## src/hw/rtl/pixel_channel_bit_packer_defines.svh

```systemverilog
// Assertion helpers shared by the packer RTL.
`ifndef PIXEL_CHANNEL_BIT_PACKER_DEFINES_SVH
`define PIXEL_CHANNEL_BIT_PACKER_DEFINES_SVH

// Consequent checked in the same cycle as the antecedent.
`define PCBP_ASSERT_NOW(label, clk, rst_n, ante, cons) \
    label: assert property (@(posedge clk) disable iff (!rst_n) (ante) |-> (cons)) \
        else $error("pcbp check failed");

// Consequent checked in the cycle after the antecedent.
`define PCBP_ASSERT_NEXT(label, clk, rst_n, ante, cons) \
    label: assert property (@(posedge clk) disable iff (!rst_n) (ante) |=> (cons)) \
        else $error("pcbp check failed");

`endif

```

## src/hw/rtl/pcbp_pkg.sv

```systemverilog
package pcbp_pkg;

    localparam int WORD_W    = 32;
    localparam int CHAN_W    = 8;
    localparam int BYTE_W    = 8;
    localparam int NUM_CHAN  = 4;
    localparam int NUM_BYTES = WORD_W / BYTE_W;
    localparam int IDX_W     = $clog2(WORD_W);
    localparam int BSEL_W    = $clog2(NUM_BYTES);
    localparam int COUNT_W   = 3;
    localparam int CFG_IDX_W = 3;

    localparam int MAX_CHANNELS_DEF = 4;
    localparam int MAX_BYTES_DEF    = 4;

    // register indexes
    localparam logic [CFG_IDX_W-1:0] REG_MASK_ZERO     = 3'd0;
    localparam logic [CFG_IDX_W-1:0] REG_MASK_ONE      = 3'd1;
    localparam logic [CFG_IDX_W-1:0] REG_MASK_TWO      = 3'd2;
    localparam logic [CFG_IDX_W-1:0] REG_MASK_THREE    = 3'd3;
    localparam logic [CFG_IDX_W-1:0] REG_CHANNEL_COUNT = 3'd4;
    localparam logic [CFG_IDX_W-1:0] REG_BYTE_COUNT    = 3'd5;
    localparam logic [CFG_IDX_W-1:0] REG_LITTLE_ENDIAN = 3'd6;
    localparam logic [CFG_IDX_W-1:0] REG_UNPACK_MODE   = 3'd7;

    localparam logic [WORD_W-1:0]  MASK_ZERO_RST     = 32'h0000_F800;
    localparam logic [WORD_W-1:0]  MASK_ONE_RST      = 32'h0000_07E0;
    localparam logic [WORD_W-1:0]  MASK_TWO_RST      = 32'h0000_001F;
    localparam logic [WORD_W-1:0]  MASK_THREE_RST    = 32'h0000_0000;
    localparam logic [COUNT_W-1:0] CHANNEL_COUNT_RST = 3'd3;
    localparam logic [COUNT_W-1:0] BYTE_COUNT_RST    = 3'd2;
    localparam logic               LITTLE_ENDIAN_RST = 1'b1;
    localparam logic               UNPACK_MODE_RST   = 1'b0;

    // top bit of a channel field that lands on bit 7
    localparam logic [IDX_W-1:0] CHAN_TOP = IDX_W'(CHAN_W - 1);

    typedef struct packed {
        logic             active;
        logic [IDX_W-1:0] hb;
        logic [IDX_W-1:0] lb;
    } field_info_t;

    // highest set bit, binary search
    function automatic logic [IDX_W-1:0] msb_index(input logic [WORD_W-1:0] m);
        logic [WORD_W-1:0] x;
        logic [IDX_W-1:0]  idx;
        x   = m;
        idx = '0;
        for (int s = IDX_W - 1; s >= 0; s--) begin
            if ((x >> (1 << s)) != '0) begin
                idx[s] = 1'b1;
                x      = x >> (1 << s);
            end
        end
        return idx;
    endfunction

    // lowest set bit: isolate it, then encode the one-hot word
    function automatic logic [IDX_W-1:0] lsb_index(input logic [WORD_W-1:0] m);
        logic [WORD_W-1:0] iso;
        logic [IDX_W-1:0]  idx;
        iso = m & (~m + 1'b1);
        idx = '0;
        for (int b = 0; b < WORD_W; b++) begin
            if (iso[b]) begin
                idx = idx | IDX_W'(b);
            end
        end
        return idx;
    endfunction

    // byte k takes byte k (little) or nby-1-k (big); bytes past nby are zero
    function automatic logic [WORD_W-1:0] reorder_bytes(input logic [WORD_W-1:0]  w,
                                                        input logic [COUNT_W-1:0] nby,
                                                        input logic               le);
        logic [WORD_W-1:0]  r;
        logic [COUNT_W-1:0] src;
        logic [BSEL_W-1:0]  sel;
        r = '0;
        for (int k = 0; k < NUM_BYTES; k++) begin
            src = le ? COUNT_W'(k) : (nby - 1'b1 - COUNT_W'(k));
            sel = src[BSEL_W-1:0];
            if (COUNT_W'(k) < nby) begin
                r[k*BYTE_W +: BYTE_W] = w[sel*BYTE_W +: BYTE_W];
            end
        end
        return r;
    endfunction

    function automatic logic [WORD_W-1:0] byte_keep(input logic [COUNT_W-1:0] nby);
        logic [WORD_W-1:0] r;
        r = '0;
        for (int k = 0; k < NUM_BYTES; k++) begin
            if (COUNT_W'(k) < nby) begin
                r[k*BYTE_W +: BYTE_W] = '1;
            end
        end
        return r;
    endfunction

endpackage

```

## src/hw/rtl/pcbp_lane.sv

```systemverilog
module pcbp_lane (
    input  logic [pcbp_pkg::WORD_W-1:0] mask,
    input  pcbp_pkg::field_info_t       info,
    input  logic [pcbp_pkg::CHAN_W-1:0] value,
    input  logic [pcbp_pkg::WORD_W-1:0] word,
    output logic [pcbp_pkg::WORD_W-1:0] contrib,
    output logic [pcbp_pkg::CHAN_W-1:0] chan
);

    logic [pcbp_pkg::IDX_W-1:0]  span;
    logic [pcbp_pkg::IDX_W-1:0]  down;
    logic [pcbp_pkg::CHAN_W-1:0] shifted;
    logic [pcbp_pkg::WORD_W-1:0] field;
    logic [pcbp_pkg::WORD_W-1:0] aligned;

    always_comb
    begin
        span = info.hb - info.lb;
        // fields of 8 bits or more take the whole channel value
        down    = (span >= pcbp_pkg::CHAN_TOP) ? '0 : (pcbp_pkg::CHAN_TOP - span);
        shifted = value >> down;
        contrib = info.active ? (pcbp_pkg::WORD_W'(shifted) << info.lb) : '0;

        field = word & mask;
        if (info.hb <= pcbp_pkg::CHAN_TOP) begin
            aligned = field << (pcbp_pkg::CHAN_TOP - info.hb);
        end
        else begin
            aligned = field >> (info.hb - pcbp_pkg::CHAN_TOP);
        end
        chan = info.active ? aligned[pcbp_pkg::CHAN_W-1:0] : '0;
    end

endmodule

```

## src/hw/rtl/pixel_channel_bit_packer.sv

```systemverilog
// Pixel channel bit packer: converts one pixel per clock between four 8-bit
// channels and a packed word of one to four bytes, driven by a per-channel field
// mask, a byte order and a pack/unpack mode. The datapath is a three-stage
// pipeline (field decode and byte assembly, per-channel shift, merge and byte
// order into the output register); a new word can be accepted every cycle and
// throughput is one pixel per clock, limited only by out_ready. Each stage
// holds its word under backpressure and in_ready stays high while any stage
// has a bubble. Configuration must be written only while the pipeline is
// empty; the block itself does not enforce this.
`include "pixel_channel_bit_packer_defines.svh"

module pixel_channel_bit_packer #(
    parameter int MAX_CHANNELS = pcbp_pkg::MAX_CHANNELS_DEF,
    parameter int MAX_BYTES    = pcbp_pkg::MAX_BYTES_DEF
) (
    input  logic                           clk,
    input  logic                           rst_n,

    input  logic                           cfg_we,
    input  logic [pcbp_pkg::CFG_IDX_W-1:0] cfg_index,
    input  logic [pcbp_pkg::WORD_W-1:0]    cfg_data,

    input  logic                           in_valid,
    output logic                           in_ready,
    input  logic [pcbp_pkg::CHAN_W-1:0]    chan_in_zero,
    input  logic [pcbp_pkg::CHAN_W-1:0]    chan_in_one,
    input  logic [pcbp_pkg::CHAN_W-1:0]    chan_in_two,
    input  logic [pcbp_pkg::CHAN_W-1:0]    chan_in_three,
    input  logic [pcbp_pkg::WORD_W-1:0]    bytes_in,
    input  logic                           last_pixel,

    output logic                           out_valid,
    input  logic                           out_ready,
    output logic [pcbp_pkg::WORD_W-1:0]    bytes_out,
    output logic [pcbp_pkg::CHAN_W-1:0]    chan_out_zero,
    output logic [pcbp_pkg::CHAN_W-1:0]    chan_out_one,
    output logic [pcbp_pkg::CHAN_W-1:0]    chan_out_two,
    output logic [pcbp_pkg::CHAN_W-1:0]    chan_out_three,
    output logic                           last_out
);

    localparam int NCH = pcbp_pkg::NUM_CHAN;
    localparam int WW  = pcbp_pkg::WORD_W;
    localparam int CW  = pcbp_pkg::CHAN_W;
    localparam int NW  = pcbp_pkg::COUNT_W;

    // configuration
    logic [WW-1:0] mask_reg [NCH];
    logic [NW-1:0] channel_count_reg;
    logic [NW-1:0] byte_count_reg;
    logic          little_endian_reg;
    logic          unpack_mode_reg;

    always_ff @(posedge clk or negedge rst_n)
    begin
        if (!rst_n) begin
            mask_reg[0]       <= pcbp_pkg::MASK_ZERO_RST;
            mask_reg[1]       <= pcbp_pkg::MASK_ONE_RST;
            mask_reg[2]       <= pcbp_pkg::MASK_TWO_RST;
            mask_reg[3]       <= pcbp_pkg::MASK_THREE_RST;
            channel_count_reg <= pcbp_pkg::CHANNEL_COUNT_RST;
            byte_count_reg    <= pcbp_pkg::BYTE_COUNT_RST;
            little_endian_reg <= pcbp_pkg::LITTLE_ENDIAN_RST;
            unpack_mode_reg   <= pcbp_pkg::UNPACK_MODE_RST;
        end
        else if (cfg_we) begin
            unique case (cfg_index)
                pcbp_pkg::REG_MASK_ZERO:     mask_reg[0]       <= cfg_data;
                pcbp_pkg::REG_MASK_ONE:      mask_reg[1]       <= cfg_data;
                pcbp_pkg::REG_MASK_TWO:      mask_reg[2]       <= cfg_data;
                pcbp_pkg::REG_MASK_THREE:    mask_reg[3]       <= cfg_data;
                pcbp_pkg::REG_CHANNEL_COUNT: channel_count_reg <= cfg_data[NW-1:0];
                pcbp_pkg::REG_BYTE_COUNT:    byte_count_reg    <= cfg_data[NW-1:0];
                pcbp_pkg::REG_LITTLE_ENDIAN: little_endian_reg <= cfg_data[0];
                pcbp_pkg::REG_UNPACK_MODE:   unpack_mode_reg   <= cfg_data[0];
            endcase
        end
    end

    logic [NW-1:0] nch;
    logic [NW-1:0] nby;

    always_comb
    begin
        if (channel_count_reg == '0) begin
            nch = NW'(1);
        end
        else if (channel_count_reg > NW'(MAX_CHANNELS)) begin
            nch = NW'(MAX_CHANNELS);
        end
        else begin
            nch = channel_count_reg;
        end

        if (byte_count_reg == '0) begin
            nby = NW'(1);
        end
        else if (byte_count_reg > NW'(MAX_BYTES)) begin
            nby = NW'(MAX_BYTES);
        end
        else begin
            nby = byte_count_reg;
        end
    end

    // stall control: a stage moves when it is empty or the next one moves
    logic v1_reg, v2_reg, v3_reg;
    logic en1, en2, en3;

    assign en3      = !v3_reg || out_ready;
    assign en2      = !v2_reg || en3;
    assign en1      = !v1_reg || en2;
    assign in_ready = en1;

    always_ff @(posedge clk or negedge rst_n)
    begin
        if (!rst_n) begin
            v1_reg <= 1'b0;
            v2_reg <= 1'b0;
            v3_reg <= 1'b0;
        end
        else begin
            if (en1) v1_reg <= in_valid;
            if (en2) v2_reg <= v1_reg;
            if (en3) v3_reg <= v2_reg;
        end
    end

    // stage 1: field decode, byte assembly for unpack
    logic [CW-1:0]         chan_in [NCH];
    pcbp_pkg::field_info_t info_next [NCH];
    pcbp_pkg::field_info_t info_reg  [NCH];
    logic [CW-1:0]         val1_reg  [NCH];
    logic [WW-1:0]         word1_reg;
    logic                  last1_reg;

    assign chan_in[0] = chan_in_zero;
    assign chan_in[1] = chan_in_one;
    assign chan_in[2] = chan_in_two;
    assign chan_in[3] = chan_in_three;

    always_comb
    begin
        for (int i = 0; i < NCH; i++) begin
            info_next[i].active = (i < MAX_CHANNELS) && (NW'(i) < nch) && (mask_reg[i] != '0);
            info_next[i].hb     = pcbp_pkg::msb_index(mask_reg[i]);
            info_next[i].lb     = pcbp_pkg::lsb_index(mask_reg[i]);
        end
    end

    always_ff @(posedge clk)
    begin
        if (en1) begin
            for (int i = 0; i < NCH; i++) begin
                info_reg[i] <= info_next[i];
                val1_reg[i] <= chan_in[i];
            end
            // the byte order map is its own inverse
            word1_reg <= pcbp_pkg::reorder_bytes(bytes_in, nby, little_endian_reg);
            last1_reg <= last_pixel;
        end
    end

    // stage 2: per-channel shifts
    logic [WW-1:0] contrib      [NCH];
    logic [CW-1:0] chan_x       [NCH];
    logic [WW-1:0] contrib2_reg [NCH];
    logic [CW-1:0] chan2_reg    [NCH];
    logic          last2_reg;

    for (genvar g = 0; g < NCH; g++) begin : g_lane
        if (g < MAX_CHANNELS) begin : g_used
            pcbp_lane u_lane (
                .mask    (mask_reg[g]),
                .info    (info_reg[g]),
                .value   (val1_reg[g]),
                .word    (word1_reg),
                .contrib (contrib[g]),
                .chan    (chan_x[g])
            );
        end
        else begin : g_unused
            assign contrib[g] = '0;
            assign chan_x[g]  = '0;
        end
    end

    always_ff @(posedge clk)
    begin
        if (en2) begin
            for (int i = 0; i < NCH; i++) begin
                contrib2_reg[i] <= contrib[i];
                chan2_reg[i]    <= chan_x[i];
            end
            last2_reg <= last1_reg;
        end
    end

    // stage 3: merge, byte order, mode select
    logic [WW-1:0] merged;
    logic [WW-1:0] bytes3_reg;
    logic [CW-1:0] chan3_reg [NCH];
    logic          last3_reg;

    always_comb
    begin
        merged = '0;
        for (int i = 0; i < NCH; i++) begin
            merged = merged | contrib2_reg[i];
        end
    end

    always_ff @(posedge clk)
    begin
        if (en3) begin
            bytes3_reg <= unpack_mode_reg ? '0
                        : pcbp_pkg::reorder_bytes(merged, nby, little_endian_reg);
            for (int i = 0; i < NCH; i++) begin
                chan3_reg[i] <= unpack_mode_reg ? chan2_reg[i] : '0;
            end
            last3_reg <= last2_reg;
        end
    end

    assign out_valid      = v3_reg;
    assign bytes_out      = bytes3_reg;
    assign chan_out_zero  = chan3_reg[0];
    assign chan_out_one   = chan3_reg[1];
    assign chan_out_two   = chan3_reg[2];
    assign chan_out_three = chan3_reg[3];
    assign last_out       = last3_reg;

    `PCBP_ASSERT_NOW(a_pack_no_chan, clk, rst_n, out_valid && !unpack_mode_reg,
        (chan_out_zero | chan_out_one | chan_out_two | chan_out_three) == '0)
    `PCBP_ASSERT_NOW(a_unpack_no_bytes, clk, rst_n, out_valid && unpack_mode_reg,
        bytes_out == '0)
    `PCBP_ASSERT_NOW(a_bytes_in_count, clk, rst_n, out_valid,
        (bytes_out & ~pcbp_pkg::byte_keep(nby)) == '0)
    `PCBP_ASSERT_NEXT(a_accept_lands, clk, rst_n, in_valid && in_ready, v1_reg)
    `PCBP_ASSERT_NEXT(a_stall_keeps, clk, rst_n, v3_reg && !out_ready, v3_reg)

endmodule
```

## config.mk

```make
export PLATFORM = sky130hd
export DESIGN_NAME = pixel_channel_bit_packer
export DESIGN_NICKNAME = d
export VERILOG_FILES = /design/src/hw/rtl/pcbp_pkg.sv /design/src/hw/rtl/pcbp_lane.sv /design/src/hw/rtl/pixel_channel_bit_packer.sv
export VERILOG_INCLUDE_DIRS = /design/src /design/src/hw/rtl
export SDC_FILE = /design/constraint.sdc
export NUM_CORES = 2
export LEC_CHECK = 0
export BUFFER_PORTS_ARGS = -buffer_cell sky130_fd_sc_hd__buf_2
export CORE_UTILIZATION = 55
export CTS_CLUSTER_DIAMETER = 50
export CTS_CLUSTER_SIZE = 12
export DETAILED_ROUTE_END_ITERATION = 6
export PLACE_DENSITY = 0.73
export SLEW_MARGIN = 20
export SYNTH_ARGS = -nofsm -noshare
export SYNTH_HDL_FRONTEND = slang
export SYNTH_SLANG_ARGS = --single-unit
```

## constraint.sdc

```tcl
create_clock -name clk -period 16.65 [get_ports clk]
set_clock_uncertainty 0.2 [all_clocks]
set_input_delay 2.4975 -clock clk [delete_from_list [all_inputs] [get_ports clk]]
set_output_delay 2.4975 -clock clk [all_outputs]
set_load 0.005 [all_outputs]
```

==> impl_metrics.ini <==
[outcome]
outcome = completed

[synth]
synth_xor_area_share_pct = 1.07
syn_area_per_cell_um2 = 9.73
synth_top_family_by_area = simple AND/OR/NAND/NOR gates
syn_area_mm2 = 0.0319
synth_area_leaders = edfxtp_1, dfrtp_1, mux4_2
synth.area.mux_share_pct = 15.0
synth_fa_ha_area_share_pct = 1.54
synth_top_area_cell = edfxtp_1
yosysWarnings = 0
synth_ff_type = edfxtp_1
synthSimpleGateAreaFrac_pct = 18.5
ys_async_sr_fraction_pct = 29.3
synth_nets = 3426
synth.distinct_cells = 101
ys_seq_elements = 474
yosysTopAreaCellShare_pct = 31.5
synth_cells = 3284
synth-compound-area-share_pct = 17.7
synth-edff-count = 335
synth-seq-area-share_pct = 42.5

[power_and_ir_drop]
switching_share_pct = 42.5
p_switching_uw = 2440
p_comb_share_pct = 40.4
pwr-share-clk_pct = 22.7
powerDensity_mw_per_mm2 = 163
p_int_uw = 3300
p_seq_share_pct = 36.9
vdd_drop_max_mv = 0.0994
power.leakage_uw = 0.0130

[finish]
post_route_cells_drive_above_1_share_pct = 17.4
syn_to_final_growth_pct = 10.1
design_area_mm2 = 0.0352
seq_area_mm2 = 0.0136
fill_cells = 4630
nets = 3470
multi_input_area_mm2 = 0.0172

[route]
first_pass_iters = 6
routed_wirelength_mm = 113
vias = 28900
vias_per_cell = 6.99
drt_iter0_drc = 3879
wire_per_inst_um = 27.3
antenna_left = 0
route.detailed.drc = 0

[floorplan]
die_w_um = 243
die_h_um = 243
rows = 87
die_area_mm2 = 0.0590
start_util_pct = 56.1
io_pins = 172
coreArea_mm2 = 0.0569

[global_routing]
grt_max_degree = 89
grt_overflow_total = 0
antenna_found_initial = 6
grt_pass1_vias = 26600
grtUsageTotal_pct = 37.3
grt_pass1_wl_mm = 167

[worst_setup_path]
path_cells = buf_2 > nand4b_1 > buf_2
timing.rr.start = info_reg[3][5]
reg2reg_slack_ns = 10.91
critPathMaxFanout = 3
cpMostUsedCell = buf_2
crit_type = input pin to output port
worst_ep_arrival_time_ns = 3.17
crit_slowest_cell = nand4b_1
rr_worst_depth = 16
worstReg2RegEnd = contrib2_reg[3][19]
start_kind = input pin
cp_data_required_time_ns = 13.95
cpPeakStageDelay_ns = 0.33
worstSetupEndpointType = output port

[clock_tree]
numCtsBuffers = 59
cts_setup_buffers = 0
cts-root-buf = clkbuf_16
clkSlewWorstSetupHoldPaths_ns = 0.05
cts_sinks = 474
cts_tree = yes
insertion_delay_ns = 0.64
cts_buffer_depth = 3
post_cts_resized = 0
cts_hold_buf = 0
h-tree-depth = 2

[place]
place_congestion = 1.04
place_hpwl_mm = 83.4
io_buffers = 171
dpl_cell_area_mm2 = 0.0332

[sta]
setup_tns_ns = 0
post-route-period-util_pct = 35.2
tightest_slew_ns = 1.08
finalCriticalPeriod_ns = 5.87
slew_headroom_pct = 26.8
setup_viol = 0
max_freq_mhz = 170
final-max-slew-violation-count = 0
hold_violations = 0
rsz0062_at_grt = false

[worst_hold_path]
holdPathEnd = last_out
holdPathStages = 0
hold_path_class = flop to flop
holdCritStartpoint = last2_reg

[run]
cap_violations = 0
==> worst max-delay path by stage <==
stage | startpoint | endpoint | slack, ns | cells after the start
floorplan | out_ready | in_ready | 8.34 | 1
global placement | out_ready | in_ready | 10.82 | 3
detailed placement | out_ready | in_ready | 10.84 | 3
CTS | out_ready | in_ready | 10.83 | 3
global route | info_reg[3][2] | contrib2_reg[3][15] | 10.42 | 13
finish | out_ready | in_ready | 10.78 | 3
==> cell usage after synthesis, types with 53 or more instances <==
library cell and number:
edfxtp_1 335, nand2_1 317, o21ai_0 252, nor2_1 238, a21oi_1 234, clkbuf_1 189
mux2_2 146, nand3_1 144, mux2i_1 129, dfrtp_1 119, inv_1 82, mux4_2 82
nor3_1 78, nor4_1 75, nand3b_1 53
==> worst max-delay path, delay by kind of cell <==
family                 cells  cell delay, ns
buffers and inverters      2            0.34
and+or+nand+nor            1            0.33
==> metal layers <==
layer	wire, um	GRT usage (%)	vias to the layer above
met1	43800	50.1	14100
met4	6270	19.1	4
met2	50600	57.7	1747
li1	-	-	12700
met3	11900	7.14	305
met5	23	0	-
==> cell usage in the layout (no fill, tap or decap), types with 13 or more instances in the layout <==
master and instances:
a211oi_1 52, a21oi_1 234, a22oi_1 14, a31oi_1 32, and2_1 47, and3_1 16, buf_2 170, buf_4 30
clkbuf_16 62, dfrtp_1 119, dfstp_2 20, edfxtp_1 335, ha_1 33, inv_1 82, mux2_2 146, mux2i_1 129
mux4_2 82, nand2_1 317, nand2b_1 45, nand3_1 144, nand3b_1 53, nand4_1 25, nor2_1 237, nor2b_1 50
nor3_1 77, nor3b_1 14, nor4_1 75, o211ai_1 29, o21a_1 13, o21ai_0 252, o22ai_1 44, o31ai_1 24
o32ai_1 30, or3_1 16, xnor2_1 28
==> through the flow <==
step           std cells  total power, uW  setup slack (ns)  util [%]  hold WS, ns
2_1_floorplan       3284             3580              8.34         -        0.200
3_3_place_gp        4022             4300             10.82      58.3        0.211
3_5_place_dp        4022             4350             10.84      58.3        0.252
4_1_cts             4125             5660             10.83      61.7        0.265
5_1_grt             4126             5990             10.42      61.8        0.277
6_report            4129             5740             10.78      61.8        0.246
==> area by class of cell <==
cell class / instances / share of cell area, %
clock buffer: 75 / 4.62
clock inverter: 28 / 0.967
multi-input combinational: 2497 / 48.9
inverter: 93 / 1.00
timing repair buffer: 203 / 3.20
sequential: 474 / 38.6
tap: 756 / 2.69
antenna: 3 / 0.0213
==> power by group through the flow <==
stage               logic [uW]  clock network, uW  registers [uW]
floorplan                 1820                  0            1760
global placement          2200                  0            2100
detailed placement        2250                  0            2100
CTS                       2270               1310            2080
global route              2510               1350            2120
finish                    2320               1300            2120
==> kinds of logic (layout without fill, tap and decap cells) <==
family | Yosys count | after routing
AOI/OAI and AO/OA | 887 | 887
xor gates and xnor gates | 39 | 39
adders and majority gates | 37 | 37
buffers and inverters | 313 | 399
DFF | 474 | 474
muxes | 357 | 357
other | 0 | 3
and+or+nand+nor | 1177 | 1177
No activity file was read; power rests on OpenSTA's default activity.
